File: config.mk
export PLATFORM = sky130hd
export DESIGN_NAME = over_temperature_relay_alarm_core
export DESIGN_NICKNAME = d
export VERILOG_FILES = /design/src/rtl/core/ortra_pkg.sv /design/src/rtl/core/ortra_tick_logic.sv /design/src/rtl/core/over_temperature_relay_alarm_core.sv
export SDC_FILE = /design/constraint.sdc
export NUM_CORES = 1
export LEC_CHECK = 0
export BUFFER_PORTS_ARGS = -buffer_cell sky130_fd_sc_hd__buf_4
export CAP_MARGIN = 15
export CORE_ASPECT_RATIO = 1.5
export CORE_MARGIN = 2
export CORE_UTILIZATION = 40
export DETAILED_ROUTE_END_ITERATION = 7
export PLACE_DENSITY = 0.62
export SYNTH_ARGS = -nofsm -noshare
export SYNTH_HDL_FRONTEND = slang
export SYNTH_HIERARCHICAL = 1
export SYNTH_SLANG_ARGS = --single-unit
File: constraint.sdc
create_clock -name clk -period 6.7 [get_ports clk]
set_clock_uncertainty 0.2 [all_clocks]
set_input_delay 1.005 -clock clk [delete_from_list [all_inputs] [get_ports clk]]
set_output_delay 1.005 -clock clk [all_outputs]
set_load 0.05 [all_outputs]
File: src/rtl/core/ortra_pkg.sv
// Shared types, register codes and reset values for the over-temperature relay alarm.
`timescale 1ns / 1ps
package ortra_pkg;

  localparam int TIMER_WIDTH_DEF = 17;

  localparam int TEMP_W    = 18;
  localparam int HYST_W    = 14;
  localparam int SECONDS_W = 17;
  localparam int CFG_IDX_W = 3;
  localparam int CFG_DAT_W = 18;
  localparam int IN_DATA_W  = 40;
  localparam int OUT_DATA_W = 24;

  localparam logic signed [TEMP_W-1:0]  AC_LIMIT_RST   = 18'sd32000;
  localparam logic signed [TEMP_W-1:0]  AMB_LIMIT_RST  = 18'sd32000;
  localparam logic [HYST_W-1:0]         HYST_RST       = 14'd1000;
  localparam logic [SECONDS_W-1:0]      REALERT_RST    = 17'd900;
  localparam logic [SECONDS_W-1:0]      RESTORE_RST    = 17'd3600;
  localparam logic [SECONDS_W-1:0]      PAUSE_RST      = 17'd900;

  typedef enum logic [CFG_IDX_W-1:0] {
    REG_AC_LIMIT  = 3'd0,
    REG_AMB_LIMIT = 3'd1,
    REG_HYST      = 3'd2,
    REG_REALERT   = 3'd3,
    REG_RESTORE   = 3'd4,
    REG_PAUSE     = 3'd5
  } cfg_reg_e;

  typedef struct packed {
    logic signed [TEMP_W-1:0] ac_limit;
    logic signed [TEMP_W-1:0] amb_limit;
    logic [HYST_W-1:0]        hysteresis;
    logic [SECONDS_W-1:0]     realert_seconds;
    logic [SECONDS_W-1:0]     restore_seconds;
    logic [SECONDS_W-1:0]     pause_seconds;
  } cfg_t;

  typedef struct packed {
    logic                     sample_valid;
    logic signed [TEMP_W-1:0] ac_temp;
    logic signed [TEMP_W-1:0] amb_temp;
    logic                     button_press;
    logic                     flag_clear;
  } tick_t;

  // Single-bit state flags of the alarm.
  typedef struct packed {
    logic paused;
    logic alert_sent;
    logic ever_notified;
    logic relay1;
    logic relay2;
  } flags_t;

  typedef struct packed {
    logic                 relay1_level;
    logic                 relay2_level;
    logic                 alert_pulse;
    logic                 alert_urgent;
    logic                 recovery_pulse;
    logic                 paused_out;
    logic [SECONDS_W-1:0] pause_left;
  } result_t;

endpackage

File: src/rtl/core/ortra_tick_logic.sv
// Combinational next-state and result logic for one one-second tick.
`timescale 1ns / 1ps
module ortra_tick_logic #(
  parameter int TIMER_WIDTH = ortra_pkg::TIMER_WIDTH_DEF
) (
  input  ortra_pkg::cfg_t           cfg,
  input  ortra_pkg::tick_t          tick,
  input  ortra_pkg::flags_t         flags,
  input  logic [TIMER_WIDTH-1:0]    since_notice,
  input  logic [TIMER_WIDTH-1:0]    pause_elapsed,
  output ortra_pkg::flags_t         flags_nxt,
  output logic [TIMER_WIDTH-1:0]    since_notice_nxt,
  output logic [TIMER_WIDTH-1:0]    pause_elapsed_nxt,
  output ortra_pkg::result_t        result
);
  import ortra_pkg::*;

  // Common width for comparing the timers against the 17-bit intervals.
  localparam int CW = (TIMER_WIDTH > SECONDS_W) ? TIMER_WIDTH : SECONDS_W;
  localparam logic [TIMER_WIDTH-1:0] TMAX = {TIMER_WIDTH{1'b1}};

  logic [TIMER_WIDTH-1:0] since_inc;
  logic [TIMER_WIDTH-1:0] elapsed_inc;
  logic                   over_limit;
  logic                   below_band;
  logic signed [TEMP_W:0] ac_low;
  logic signed [TEMP_W:0] amb_low;
  logic [CW-1:0]          left_full;

  assign since_inc   = (since_notice == TMAX) ? TMAX : since_notice + 1'b1;
  assign elapsed_inc = (pause_elapsed == TMAX) ? TMAX : pause_elapsed + 1'b1;

  assign ac_low  = {cfg.ac_limit[TEMP_W-1], cfg.ac_limit}
                 - $signed({{(TEMP_W-HYST_W+1){1'b0}}, cfg.hysteresis});
  assign amb_low = {cfg.amb_limit[TEMP_W-1], cfg.amb_limit}
                 - $signed({{(TEMP_W-HYST_W+1){1'b0}}, cfg.hysteresis});

  assign over_limit = (tick.ac_temp > cfg.ac_limit) || (tick.amb_temp > cfg.amb_limit);
  assign below_band = ($signed({tick.ac_temp[TEMP_W-1], tick.ac_temp}) < ac_low)
                   && ($signed({tick.amb_temp[TEMP_W-1], tick.amb_temp}) < amb_low);

  always_comb begin
    flags_nxt            = flags;
    since_notice_nxt     = since_inc;
    pause_elapsed_nxt    = pause_elapsed;
    result               = '0;
    left_full            = '0;

    if (tick.flag_clear) begin
      flags_nxt.alert_sent = 1'b0;
    end

    if (tick.button_press) begin
      flags_nxt.paused = !flags.paused;
      if (!flags.paused) begin
        pause_elapsed_nxt = '0;
      end
      flags_nxt.relay1 = 1'b1;
      flags_nxt.relay2 = 1'b1;
    end else if (flags.paused) begin
      if (CW'(elapsed_inc) >= CW'(cfg.pause_seconds)) begin
        flags_nxt.paused  = 1'b0;
        pause_elapsed_nxt = '0;
      end else begin
        pause_elapsed_nxt = elapsed_inc;
      end
    end else if (tick.sample_valid) begin
      if (over_limit) begin
        flags_nxt.relay1 = 1'b0;
        flags_nxt.relay2 = 1'b0;
        if (!flags_nxt.alert_sent) begin
          flags_nxt.alert_sent    = 1'b1;
          flags_nxt.ever_notified = 1'b1;
          since_notice_nxt        = '0;
          result.alert_pulse      = 1'b1;
        end else if (CW'(since_inc) > CW'(cfg.realert_seconds)) begin
          since_notice_nxt    = '0;
          result.alert_pulse  = 1'b1;
          result.alert_urgent = 1'b1;
        end
      end else if (below_band) begin
        if (flags_nxt.alert_sent) begin
          flags_nxt.alert_sent    = 1'b0;
          flags_nxt.ever_notified = 1'b1;
          since_notice_nxt        = '0;
          result.recovery_pulse   = 1'b1;
          flags_nxt.relay1        = 1'b1;
          flags_nxt.relay2        = 1'b0;
        end
        if (flags_nxt.ever_notified
            && (CW'(since_notice_nxt) > CW'(cfg.restore_seconds))) begin
          flags_nxt.relay1 = 1'b1;
          flags_nxt.relay2 = 1'b1;
        end
      end
    end

    if (flags_nxt.paused && (CW'(pause_elapsed_nxt) < CW'(cfg.pause_seconds))) begin
      left_full = CW'(cfg.pause_seconds) - CW'(pause_elapsed_nxt);
    end

    result.relay1_level = flags_nxt.relay1;
    result.relay2_level = flags_nxt.relay2;
    result.paused_out   = flags_nxt.paused;
    result.pause_left   = left_full[SECONDS_W-1:0];
  end

endmodule

File: src/rtl/core/over_temperature_relay_alarm_core.sv
// Top level of the over-temperature relay alarm: stream ports, registers and state.
`timescale 1ns / 1ps
// A request accepted into the input register moves to the result register once
//   that register is free or draining, and is offered on out_tvalid from then on.
// Throughput: one request per cycle while out_tready is high; a new request is taken
//   while a result waits on out_tready only if the input register is empty.
// Reset: synchronous on rst_n low; configuration registers take their defaults,
//   relays high, pause, alert and notice state cleared, both stream stages empty.
module over_temperature_relay_alarm_core #(
  parameter int TIMER_WIDTH = ortra_pkg::TIMER_WIDTH_DEF
) (
  input  logic                              clk,
  input  logic                              rst_n,
  // Configuration write port.
  input  logic                              cfg_we,
  input  logic [ortra_pkg::CFG_IDX_W-1:0]   cfg_index,
  input  logic [ortra_pkg::CFG_DAT_W-1:0]   cfg_data,
  // Input stream.
  input  logic                              in_tvalid,
  output logic                              in_tready,
  // in_tdata from bit 0: ac_temp[17:0], amb_temp[35:18], button_press[36],
  // flag_clear[37], zero fill [39:38].
  input  logic [ortra_pkg::IN_DATA_W-1:0]   in_tdata,
  // in_tuser: sample_valid[0].
  input  logic                              in_tuser,
  // Result stream.
  output logic                              out_tvalid,
  input  logic                              out_tready,
  // out_tdata from bit 0: relay1_level[0], relay2_level[1], alert_pulse[2],
  // alert_urgent[3], recovery_pulse[4], paused_out[5], pause_left[22:6],
  // zero fill [23].
  output logic [ortra_pkg::OUT_DATA_W-1:0]  out_tdata
);
  import ortra_pkg::*;

  // Configuration registers.
  cfg_t cfg_r, cfg_nxt;

  // Input register: one tick request waiting for the processing edge.
  logic  in_valid_r, in_valid_nxt;
  tick_t in_item_r, in_item_nxt;

  // Alarm state.
  flags_t                 flags_r, flags_nxt;
  logic [TIMER_WIDTH-1:0] since_r, since_nxt;
  logic [TIMER_WIDTH-1:0] elapsed_r, elapsed_nxt;

  // Result register.
  logic    out_valid_r, out_valid_nxt;
  result_t out_res_r, out_res_nxt;

  tick_t   in_item;
  flags_t  flags_calc;
  logic [TIMER_WIDTH-1:0] since_calc;
  logic [TIMER_WIDTH-1:0] elapsed_calc;
  result_t res_calc;
  logic    advance;

  // The buffered request moves on whenever the result register is free or draining.
  assign advance   = in_valid_r && (!out_valid_r || out_tready);
  assign in_tready = !in_valid_r || advance;

  assign in_item.sample_valid = in_tuser;
  assign in_item.ac_temp      = $signed(in_tdata[TEMP_W-1:0]);
  assign in_item.amb_temp     = $signed(in_tdata[2*TEMP_W-1:TEMP_W]);
  assign in_item.button_press = in_tdata[2*TEMP_W];
  assign in_item.flag_clear   = in_tdata[2*TEMP_W+1];

  ortra_tick_logic #(
    .TIMER_WIDTH (TIMER_WIDTH)
  ) u_tick (
    .cfg               (cfg_r),
    .tick              (in_item_r),
    .flags             (flags_r),
    .since_notice      (since_r),
    .pause_elapsed     (elapsed_r),
    .flags_nxt         (flags_calc),
    .since_notice_nxt  (since_calc),
    .pause_elapsed_nxt (elapsed_calc),
    .result            (res_calc)
  );

  // Register writes; indexes past the list are ignored.
  always_comb begin
    cfg_nxt = cfg_r;
    if (cfg_we) begin
      unique case (cfg_index)
        REG_AC_LIMIT:  cfg_nxt.ac_limit        = $signed(cfg_data[TEMP_W-1:0]);
        REG_AMB_LIMIT: cfg_nxt.amb_limit       = $signed(cfg_data[TEMP_W-1:0]);
        REG_HYST:      cfg_nxt.hysteresis      = cfg_data[HYST_W-1:0];
        REG_REALERT:   cfg_nxt.realert_seconds = cfg_data[SECONDS_W-1:0];
        REG_RESTORE:   cfg_nxt.restore_seconds = cfg_data[SECONDS_W-1:0];
        REG_PAUSE:     cfg_nxt.pause_seconds   = cfg_data[SECONDS_W-1:0];
        default:       cfg_nxt = cfg_r;
      endcase
    end
  end

  // State advances only on processing; stream stages also load and drain on handshakes.
  always_comb begin
    in_valid_nxt  = in_valid_r;
    in_item_nxt   = in_item_r;
    flags_nxt     = flags_r;
    since_nxt     = since_r;
    elapsed_nxt   = elapsed_r;
    out_valid_nxt = out_valid_r;
    out_res_nxt   = out_res_r;

    if (out_valid_r && out_tready) begin
      out_valid_nxt = 1'b0;
    end
    if (advance) begin
      flags_nxt     = flags_calc;
      since_nxt     = since_calc;
      elapsed_nxt   = elapsed_calc;
      out_valid_nxt = 1'b1;
      out_res_nxt   = res_calc;
      in_valid_nxt  = 1'b0;
    end
    if (in_tvalid && in_tready) begin
      in_valid_nxt = 1'b1;
      in_item_nxt  = in_item;
    end
  end

  always_ff @(posedge clk) begin
    if (!rst_n) begin
      cfg_r.ac_limit        <= AC_LIMIT_RST;
      cfg_r.amb_limit       <= AMB_LIMIT_RST;
      cfg_r.hysteresis      <= HYST_RST;
      cfg_r.realert_seconds <= REALERT_RST;
      cfg_r.restore_seconds <= RESTORE_RST;
      cfg_r.pause_seconds   <= PAUSE_RST;
      in_valid_r            <= 1'b0;
      out_valid_r           <= 1'b0;
      flags_r.paused        <= 1'b0;
      flags_r.alert_sent    <= 1'b0;
      flags_r.ever_notified <= 1'b0;
      flags_r.relay1        <= 1'b1;
      flags_r.relay2        <= 1'b1;
      since_r               <= '0;
      elapsed_r             <= '0;
    end else begin
      cfg_r       <= cfg_nxt;
      in_valid_r  <= in_valid_nxt;
      out_valid_r <= out_valid_nxt;
      flags_r     <= flags_nxt;
      since_r     <= since_nxt;
      elapsed_r   <= elapsed_nxt;
    end
  end

  // Payload registers carry no reset.
  always_ff @(posedge clk) begin
    in_item_r <= in_item_nxt;
    out_res_r <= out_res_nxt;
  end

  assign out_tvalid = out_valid_r;
  assign out_tdata  = {1'b0, out_res_r.pause_left, out_res_r.paused_out,
                       out_res_r.recovery_pulse, out_res_r.alert_urgent,
                       out_res_r.alert_pulse, out_res_r.relay2_level,
                       out_res_r.relay1_level};

endmodule

==> impl_metrics.py, run 1 <==
metrics = {
    "worst_setup_path": {
        "cp_cell_sequence": "ha_1 > nand3_2 > or4_4 > or2_2 > o21ai_0 > ha_1 > a21oi_1 > o21ai_0 > a22oi_1 > nand2_1 > nor2_4 > a21o_1 > a22oi_1 > ha_1 > a21oi_1 > nor2_1 > o21ai_0 > nand2b_1 > a21o_1 > a21o_1 > a21oi_1 > mux2i_1 > a21oi_1",
        "path_class": "reg -> reg",
        "startpoint_type": "register",
        "cp_num_cells": 23,
        "rr_worst_depth": 23,
        "slowest_delay_ns": 0.59,
        "path_common_cell": "a21oi_1",
        "cp_top_family": "compound AO/OA/AOI/OAI gates",
        "cp_num_buf_inv": 0,
        "cp_max_fo": 16,
        "worst_ep_arrival_time_ns": 6.28,
        "crit_path_end_kind": "register",
        "cp.required_ns": 6.75,
        "crit_slowest_cell": "or4_4",
    },
    "routing": {
        "postRouteAntennaNets": 0,
        "wl_per_cell_um": 16.61,
        "drt_iter0_drc": 675,
        "dr.pass1.iters": 5,
        "vias": 11150,
        "routed_wl_mm": 34.75,
        "vias_per_cell": 5.327,
        "post-route-drc-count": 0,
    },
    "synth": {
        "synth_nets": 1827,
        "netlist_instances": 1588,
        "ys_types": 77,
        "synth_edf_count": 62,
        "yosysMostFrequentCell": "nand2_1",
        "synth_common_cells": "nand2_1, ha_1, inv_1, dfxtp_1, o21ai_0",
        "yosys.area.top_type": "dfxtp_1",
        "synth_top_area_share": 0.2083,
        "avgSynthCellArea_sq_um": 8.594,
        "ys_warn_count": 6,
        "ys_seq_area_frac": 0.3447,
        "synth_ff_type": "dfxtp_1",
        "ys_ff_latch": 204,
        "synth_area_leaders": "dfxtp_1, ha_1, edfxtp_1",
        "synth_area_sq_um": 13650,
        "async_flop_share": 0,
    },
    "final_layout": {
        "num_antenna_cells": 0,
        "seqCellArea_sq_um": 4705,
        "multi_input_area_sq_um": 8064,
        "fill_cells": 3251,
        "drive_gt1_frac": 0.1005,
        "area_growth_pct": 12.99,
        "fin_cells": 2092,
        "final_nets": 1895,
    },
    "floorplan": {
        "core_sq_um": 33550,
        "num_rows": 82,
        "chipWidth_um": 154.8,
        "fp.dieH_um": 230.2,
        "initial_core_util": 0.4068,
        "dieArea_sq_um": 35640,
        "ioPinCount": 93,
    },
    "min_path": {
        "holdPathStages": 2,
        "hold_class": "reg -> reg",
    },
    "sta": {
        "setup_slack_ns": 0.4781,
        "period_share": 0.9286,
        "fin_tns_setup_ns": 0,
        "min_period_ns": 6.222,
        "tightest_slew_ns": 1.065,
        "hold_viol": 0,
        "finalSetupViolations": 0,
        "grt_setup_unrepaired": "false",
        "max_slew_margin": 0.2899,
        "slew_violations": 0,
        "hold_ws_ns": 0.2713,
        "fmax_ghz": 0.1607,
    },
    "power": {
        "p_total_mw": 2.917,
        "peakVddDrop_mv": 0.1920,
        "power_density_nw_per_um2": 189.2,
        "power_leakage_nw": 6.925,
    },
    "grt": {
        "grt_pass1_wl_mm": 55.33,
        "grt_usage": 0.1947,
        "antenna_found_initial": 0,
        "grt-ovfl-total": 0,
        "grt_pass1_vias": 10800,
        "grt_max_degree": 117,
    },
    "clocking": {
        "cts_sinks": 204,
        "htree_levels": 1,
        "clk_path_buf_depth": 3,
        "cts_tree": "yes",
        "cts_root_buf": "clkbuf_16",
        "insertion_delay_ns": 0.52,
        "clk_pin_slew_ns": 0.06,
        "cts_setup_buffers": 0,
        "cts_buffers": 22,
    },
    "place": {
        "place.gp.congestion": 0.8558,
        "dpl.hpwl_mm": 26.63,
        "pre_cts_ws_ns": 0.3101,
        "dp_cells": 2052,
        "io_buffer_count": 89,
    },
    "status": {
        "outcome": "completed",
    },
    "job": {
        "drv_cap": 0,
    },
}
-- report_power, final --
| group | internal, mW | leakage [nW] | switching, mW |
|---|---|---|---|
| logic | 0.148 | 4.82 | 0.225 |
| clock network | 0.698 | 0.351 | 0.505 |
| registers | 1.31 | 1.75 | 0.0257 |
| total | 2.16 | 6.92 | 0.756 |
-- kinds of logic (layout without fill, tap and decap cells) --
logic type               Yosys count  in the layout  share of synthesized area
XOR/XNOR                          58             58                    0.03722
buffers and inverters            226            310                    0.06555
adder cells (fa/ha/maj)          174            174                     0.1608
flip-flops                       204            204                     0.3447
AND/OR/NAND/NOR                  530            530                     0.1847
other                              1              1                  0.0002748
multiplexers                      71             71                    0.05208
AO/OA/AOI/OAI                    324            324                     0.1546
-- worst min-delay path: stages, from the launching register on --
cell	delay (ns)
dfxtp_1	0.32
nand3_1	0.06
o21ai_0	0.06
-- flip-flops by register name, indices dropped and copies added (netlist names) --
name,flops
out_tvalid,1
flags_r,5
elapsed_r,17
cfg_r,101
since_r,17
out_tdata,23
in_valid_r,1
in_item_r,39
-- cell type report --
class,count,share of cell area
tap,420,0.03408
clock buffer,34,0.04398
timing repair buffer,105,0.05136
multi-input combinational,1158,0.5230
clock inverter,6,0.002353
sequential,204,0.3051
inverter,165,0.04017
-- layout by cell type (no fill, tap or decap), types with 30 or more instances in the layout --
cell type	count
o21ai_0	115
nor2_1	102
edfxtp_1	62
nand4_1	30
mux2i_1	71
dfxtp_1	142
ha_1	169
inv_1	164
a21oi_1	64
nand3_1	92
a21o_1	32
nand2_1	184
buf_4	104
xnor2_1	32
-- worst paths after layout --
| path | start | endpoint | slack [ns] |
|---|---|---|---|
| setup reg to reg | elapsed_r[0] | out_tdata[20] | 0.48 |
| setup / recovery | elapsed_r[0] | out_tdata[20] | 0.48 |
| hold / removal | cfg_r[29] | cfg_r[29] | 0.27 |
| hold reg to reg | cfg_r[29] | cfg_r[29] | 0.27 |
-- timing repair --
| item | 4_1_cts | 5_1_grt |
|---|---|---|
| resized for setup | 0 | 3 |
| hold endpoints to repair | 0 | 0 |
| setup endpoints to repair | 0 | 16 |
| hold buffers | 0 | 0 |
-- routing by layer --
metal / up-vias / part of all wire / global-route usage
li1: 5714 / - / -
met5: - / 0 / 0
met2: 214 / 0.50 / 0.3580
met3: 74 / 0.033 / 0.02243
met4: 0 / 0.051 / 0.09606
met1: 5143 / 0.41 / 0.2210
-- metrics by stage --
stage                 util  area (sq um)
floorplan                -         13650
global placement    0.4381         14700
detailed placement  0.4381         14700
CTS                 0.4594         15410
global route        0.4596         15420
finish              0.4596         15420
No activity file was read; power rests on OpenSTA's default activity.
==> inputs of run 2 (changes only) <==
Settings changed: PLACE_DENSITY 0.62 to 0.64.
Clock period 6.7 ns to 5.1 ns, I/O delays scaled along.
==> run 2 against run 1 <==
Compared with the run above: the run now ends with setup timing left; non-clock buffer count rose by 138; design area increased by 12%; sequential power grew 31%; maximum frequency up 19%; count of clock-buffer cells in the layout shrank 5; power grew 34%; die area unchanged; setup slack got worse by 0.59 ns; largest power group unchanged; highest routed layer unchanged.
==> impl_metrics.py, run 2 (synthesized netlist as in run 1, its figures left out) <==
metrics = {
    "sta": {
        "fmax_ghz": 0.1919,
        "slew_violations": 0,
        "min_period_ns": 5.211,
        "period_share": 1.022,
        "grt_setup_unrepaired": "true",
        "hold_ws_ns": 0.2082,
        "hold_viol": 0,
        "tightest_slew_ns": 1.066,
        "finalSetupViolations": 17,
        "max_slew_margin": 0.2851,
        "setup_slack_ns": -0.1108,
    },
    "worst_setup_path": {
        "crit_slowest_cell": "or4_4",
        "cp_top_family": "compound AO/OA/AOI/OAI gates",
        "cp.required_ns": 5.26,
        "cp_num_cells": 25,
        "r2r_start": "elapsed_r[0]",
        "crit_path_end_kind": "register",
        "rr_worst_depth": 25,
        "cp_max_fo": 6,
        "crit_path_start": "elapsed_r[0]",
        "cp_num_buf_inv": 1,
        "path_common_cell": "a21o_1",
        "startpoint_type": "register",
        "worst_ep_arrival_time_ns": 5.37,
        "path_class": "reg -> reg",
        "slowest_delay_ns": 0.50,
    },
    "power": {
        "p_sw_mw": 1.034,
        "peakVddDrop_mv": 0.2641,
        "p_total_mw": 3.919,
        "swShare": 0.2639,
        "power_density_nw_per_um2": 226.6,
        "power_leakage_nw": 7.709,
        "intPower_mw": 2.885,
        "clkPwrFrac": 0.403,
        "seqPwrFrac": 0.449,
        "p_comb_frac": 0.148,
    },
    "status": {
        "violations": "setup timing",
        "outcome": "finished, violations left",
    },
    "clocking": {
        "cts_sinks": 204,
        "cts_root_buf": "clkbuf_16",
        "insertion_delay_ns": 0.53,
        "clk_pin_slew_ns": 0.07,
        "cts_buffers": 21,
        "clk_path_buf_depth": 3,
        "cts_tree": "yes",
        "htree_levels": 1,
    },
    "grt": {
        "grt_pass1_vias": 11820,
        "antenna_found_initial": 0,
        "grt-ovfl-total": 0,
        "grt_usage": 0.2046,
        "grt_pass1_wl_mm": 58.22,
        "grt_max_degree": 117,
    },
    "place": {
        "dp_cells": 2164,
        "io_buffer_count": 89,
        "place.gp.congestion": 0.8827,
        "dpl.hpwl_mm": 28.08,
        "dpl_cell_area_sq_um": 15640,
    },
    "routing": {
        "post-route-drc-count": 0,
        "wl_per_cell_um": 16.72,
        "vias": 11880,
        "drt_iter0_drc": 585,
        "postRouteAntennaNets": 0,
        "vias_per_cell": 5.330,
        "dr.pass1.iters": 5,
        "routed_wl_mm": 37.28,
    },
    "job": {
        "drv_cap": 0,
    },
    "min_path": {
        "hold_class": "in -> reg",
        "holdPathStages": 1,
        "hold_path.startpoint": "in_tdata[0]",
    },
    "final_layout": {
        "top_register": "cfg_r",
        "largest_reg_flops": 101,
        "final_nets": 2034,
        "num_antenna_cells": 0,
        "final_common_cell": "buf_4",
        "finalCoreUtilization": 0.5155,
        "final_cell_mix": "buf_4, nand2_1, inv_1, ha_1, dfxtp_1",
        "stdcell_area_sq_um": 17300,
        "seqCellArea_sq_um": 4717,
        "area_growth_pct": 26.73,
        "drive_gt1_frac": 0.2338,
        "fill_cells": 3121,
        "fin_cells": 2229,
        "multi_input_area_sq_um": 8827,
    },
    "floorplan": {
        "ioPinCount": 93,
        "num_rows": 82,
        "initial_core_util": 0.4068,
        "fp.dieH_um": 230.2,
        "dieArea_sq_um": 35640,
        "chipWidth_um": 154.8,
        "core_sq_um": 33550,
    },
}
-- run 2: changes by cell type in the layout (fill, tap and decap cells not counted), moves of 6 or more --
cell	change
o21ai_0	-13
a21oi_1	-11
o21ai_1	+8
buf_6	+6
buf_4	+129
a21oi_2	+11
nor2_1	-29
ha_1	-11
ha_4	+11
nor2_2	+8
nor2_4	+21
-- run 2: path summary, 6_finish.rpt --
path / to / slack, ns
max: out_tdata[22] / -0.11
min: in_item_r[20] / 0.21
max reg2reg: out_tdata[22] / -0.11
min reg2reg: cfg_r[31] / 0.27
-- run 2: routing by layer --
| metal | vias to the layer above | GRT usage | part of all wire |
|---|---|---|---|
| met5 | - | 0 | 0 |
| met4 | 0 | 0.1123 | 0.050 |
| met3 | 89 | 0.02601 | 0.031 |
| met2 | 227 | 0.3876 | 0.53 |
| met1 | 5581 | 0.2166 | 0.39 |
| li1 | 5984 | - | - |
-- run 2: stage by stage --
step | setup TNS (ns) | setup WS (ns)
after floorplan | -0.1987 | -0.02078
after global placement | -7.029 | -0.2372
after detailed placement | -8.008 | -0.4519
after CTS | -0.06910 | -0.03984
after global routing | -7.220 | -0.3951
final | -1.489 | -0.1108
-- run 2: area by class of cell --
class,instances,share of cell area
clock inverter,8,0.004485
tap,420,0.03038
multi-input combinational,1160,0.5104
timing repair buffer,243,0.1097
inverter,165,0.03595
sequential,204,0.2727
clock buffer,29,0.03632
-- run 2: what timing repair did --
action / CTS / global route
endpoints found under the setup margin: 39 / 41
buffers inserted: 11 / 14
hold buffers: 0 / 0
pin swaps: 18 / 55
gates cloned: 2 / 2
gates resized for setup: 26 / 136
-- run 2: power by group through the flow --
stage               registers, mW  logic (mW)  clock network [mW]
global route                 1.76       0.637                1.69
detailed placement           1.79       0.519                   0
global placement             1.79       0.506                   0
finish                       1.76       0.580                1.58
floorplan                    1.82       0.309                   0
CTS                          1.76       0.536                1.63
==> inputs of run 3 (changes only) <==
Settings changed: PLACE_DENSITY 0.64 to 0.68.
==> run 3 against run 2 <==
Compared with the run above: the flow still finishes with violations (setup timing); maximum frequency decreased by 1.3%; via count about the same; non-clock buffer count decreased by 13; sequential power about the same; design area decreased by 2.0%; utilization decreased by 1.0 points; setup slack got worse by 0.069 ns; flip-flop and latch count unchanged; clock power increased by 4%; sequential share of layout area increased by 0.56 points; global-route usage decreased by 0.31 points; critical endpoint is now out_tdata[16]; highest routed layer unchanged.
==> impl_metrics.py, run 3 (synthesized netlist as in run 1, its figures left out) <==
metrics = {
    "sta": {
        "max_slew_margin": 0.2827,
        "grt_setup_unrepaired": "true",
        "period_share": 1.035,
        "hold_ws_ns": 0.2069,
        "fin_tns_setup_ns": -2.738,
        "finalSetupViolations": 17,
        "tightest_slew_ns": 1.076,
        "setup_slack_ns": -0.1797,
        "slew_violations": 0,
        "hold_viol": 0,
        "fmax_ghz": 0.1894,
        "min_period_ns": 5.280,
    },
    "floorplan": {
        "ioPinCount": 93,
        "initial_core_util": 0.4068,
        "dieArea_sq_um": 35640,
        "num_rows": 82,
        "chipWidth_um": 154.8,
        "fp.dieH_um": 230.2,
        "core_sq_um": 33550,
    },
    "routing": {
        "postRouteAntennaNets": 0,
        "vias_per_cell": 5.361,
        "dr.pass1.iters": 5,
        "post-route-drc-count": 0,
        "routed_wl_mm": 36.56,
        "wl_per_cell_um": 16.48,
        "drt_iter0_drc": 626,
        "vias": 11890,
    },
    "clocking": {
        "cts_root_buf": "clkbuf_16",
        "clk_path_buf_depth": 3,
        "cts_sinks": 204,
        "cts_buffers": 22,
        "htree_levels": 1,
        "clk_pin_slew_ns": 0.07,
        "hold_buffers": 0,
        "cts_tree": "yes",
        "insertion_delay_ns": 0.53,
    },
    "power": {
        "p_comb_frac": 0.139,
        "clkPwrFrac": 0.416,
        "power_leakage_nw": 7.612,
        "swShare": 0.2632,
        "power_density_nw_per_um2": 233.1,
        "intPower_mw": 2.911,
        "seqPwrFrac": 0.445,
        "p_sw_mw": 1.040,
        "peakVddDrop_mv": 0.2692,
    },
    "final_layout": {
        "finalCoreUtilization": 0.5052,
        "area_growth_pct": 24.20,
        "top_register": "cfg_r",
        "final_common_cell": "buf_4",
        "num_antenna_cells": 0,
        "fin_cells": 2218,
        "largest_reg_flops": 101,
        "final_cell_mix": "buf_4, nand2_1, inv_1, ha_1, dfxtp_1",
        "fill_cells": 3073,
        "drive_gt1_frac": 0.2147,
        "final_nets": 2022,
    },
    "grt": {
        "grt_max_degree": 98,
        "grt_usage": 0.2015,
        "antenna_found_initial": 0,
        "grt_pass1_vias": 11910,
        "grt_pass1_wl_mm": 57.79,
        "grt-ovfl-total": 0,
    },
    "job": {
        "drv_cap": 0,
    },
    "status": {
        "violations": "setup timing",
        "outcome": "finished, violations left",
    },
    "worst_setup_path": {
        "rr_worst_depth": 23,
        "cp_max_fo": 7,
        "worst_ep_arrival_time_ns": 5.37,
        "cp_top_family": "simple AND/OR/NAND/NOR gates",
        "cp.required_ns": 5.19,
        "cp_num_buf_inv": 0,
        "slowest_delay_ns": 0.59,
        "path_class": "reg -> reg",
        "cp_cell_sequence": "ha_4 > nand3_4 > or4_4 > nor2_4 > nand3_2 > o21a_1 > ha_4 > nand4_1 > nor3_2 > o221ai_2 > nand2_2 > nor2_4 > a22oi_2 > ha_1 > nor2b_4 > o21a_1 > or2_4 > maj3_2 > nand3_4 > o2111ai_4 > a21bo_4 > nand2_4 > nor2_1",
        "r2r_start": "elapsed_r[1]",
        "r2r-end": "out_tdata[16]",
        "r2r_setup_slack_ns": -0.18,
        "crit_path_end_kind": "register",
        "crit_slowest_cell": "or4_4",
        "startpoint_type": "register",
    },
    "place": {
        "pre_cts_ws_ns": -0.2853,
        "dp_cells": 2150,
        "io_buffer_count": 89,
        "dpl.hpwl_mm": 27.70,
        "place.gp.congestion": 0.8932,
    },
    "min_path": {
        "hold_class": "in -> reg",
        "holdPathStages": 1,
        "hold_end": "in_item_r[4]",
        "hold_path.startpoint": "in_tdata[20]",
    },
}
==> run 3: per-layer routing <==
layer / part of all wire / GRT usage / vias up
li1: - / - / 5962
met2: 0.52 / 0.3915 / 266
met5: 0 / 0 / -
met1: 0.39 / 0.2182 / 5575
met3: 0.040 / 0.02092 / 88
met4: 0.049 / 0.08565 / 0
==> run 3: cell type report <==
type / instances / area, sq um / share of cell area
multi-input cells: 1160 / 8583 / 0.5064
flip-flops and latches: 204 / 4717 / 0.2783
repair buffers: 230 / 1762 / 0.1039
inverters: 165 / 621.8 / 0.03669
clock buffers: 25 / 604.3 / 0.03566
well taps: 420 / 525.5 / 0.03101
clock inverters: 14 / 135.1 / 0.007973
==> run 3: worst max-delay path by stage <==
stage            startpoint       endpoint  slack [ns]  cells after the start
4_1_cts        elapsed_r[1]  out_tdata[14]       0.005                     22
2_1_floorplan  elapsed_r[1]  out_tdata[10]       -0.02                     26
3_5_place_dp   elapsed_r[2]  out_tdata[18]       -0.29                     24
6_report       elapsed_r[1]  out_tdata[16]       -0.18                     23
3_3_place_gp      cfg_r[51]     flags_r[0]       -0.22                     23
5_1_grt        elapsed_r[1]  out_tdata[22]       -0.36                     24
==> run 3: worst register-to-register path: stages (launching register included) <==
cell and delay (ns):
dfxtp_4 0.37, ha_4 0.15, nand3_4 0.08, or4_4 0.59, nor2_4 0.17, nand3_2 0.09, o21a_1 0.14, ha_4 0.28
nand4_1 0.24, nor3_2 0.26, o221ai_2 0.14, nand2_2 0.13, nor2_4 0.06, a22oi_2 0.25, ha_1 0.30, nor2b_4 0.13
o21a_1 0.18, or2_4 0.23, maj3_2 0.32, nand3_4 0.09, o2111ai_4 0.16, a21bo_4 0.28, nand2_4 0.14, nor2_1 0.07
==> run 3: power by group through the flow <==
| stage | Sequential, mW | Combinational [mW] | Clock, mW |
|---|---|---|---|
| finish | 1.76 | 0.550 | 1.64 |
| global route | 1.76 | 0.606 | 1.75 |
| CTS | 1.76 | 0.533 | 1.69 |
| detailed placement | 1.79 | 0.518 | 0 |
| global placement | 1.79 | 0.502 | 0 |
| floorplan | 1.82 | 0.309 | 0 |
==> run 3: repair_timing <==
item	CTS	global route
setup buffers	12	15
gates resized for setup	39	72
pin swaps	14	59
setup endpoints to repair	39	40
gates cloned	2	0
==> run 3: stage by stage <==
step | total power [mW] | cell area [sq um]
6_report | 3.951 | 16950
2_1_floorplan | 2.124 | 13750
3_5_place_dp | 2.312 | 15530
4_1_cts | 3.981 | 16540
5_1_grt | 4.117 | 16950
3_3_place_gp | 2.295 | 15530
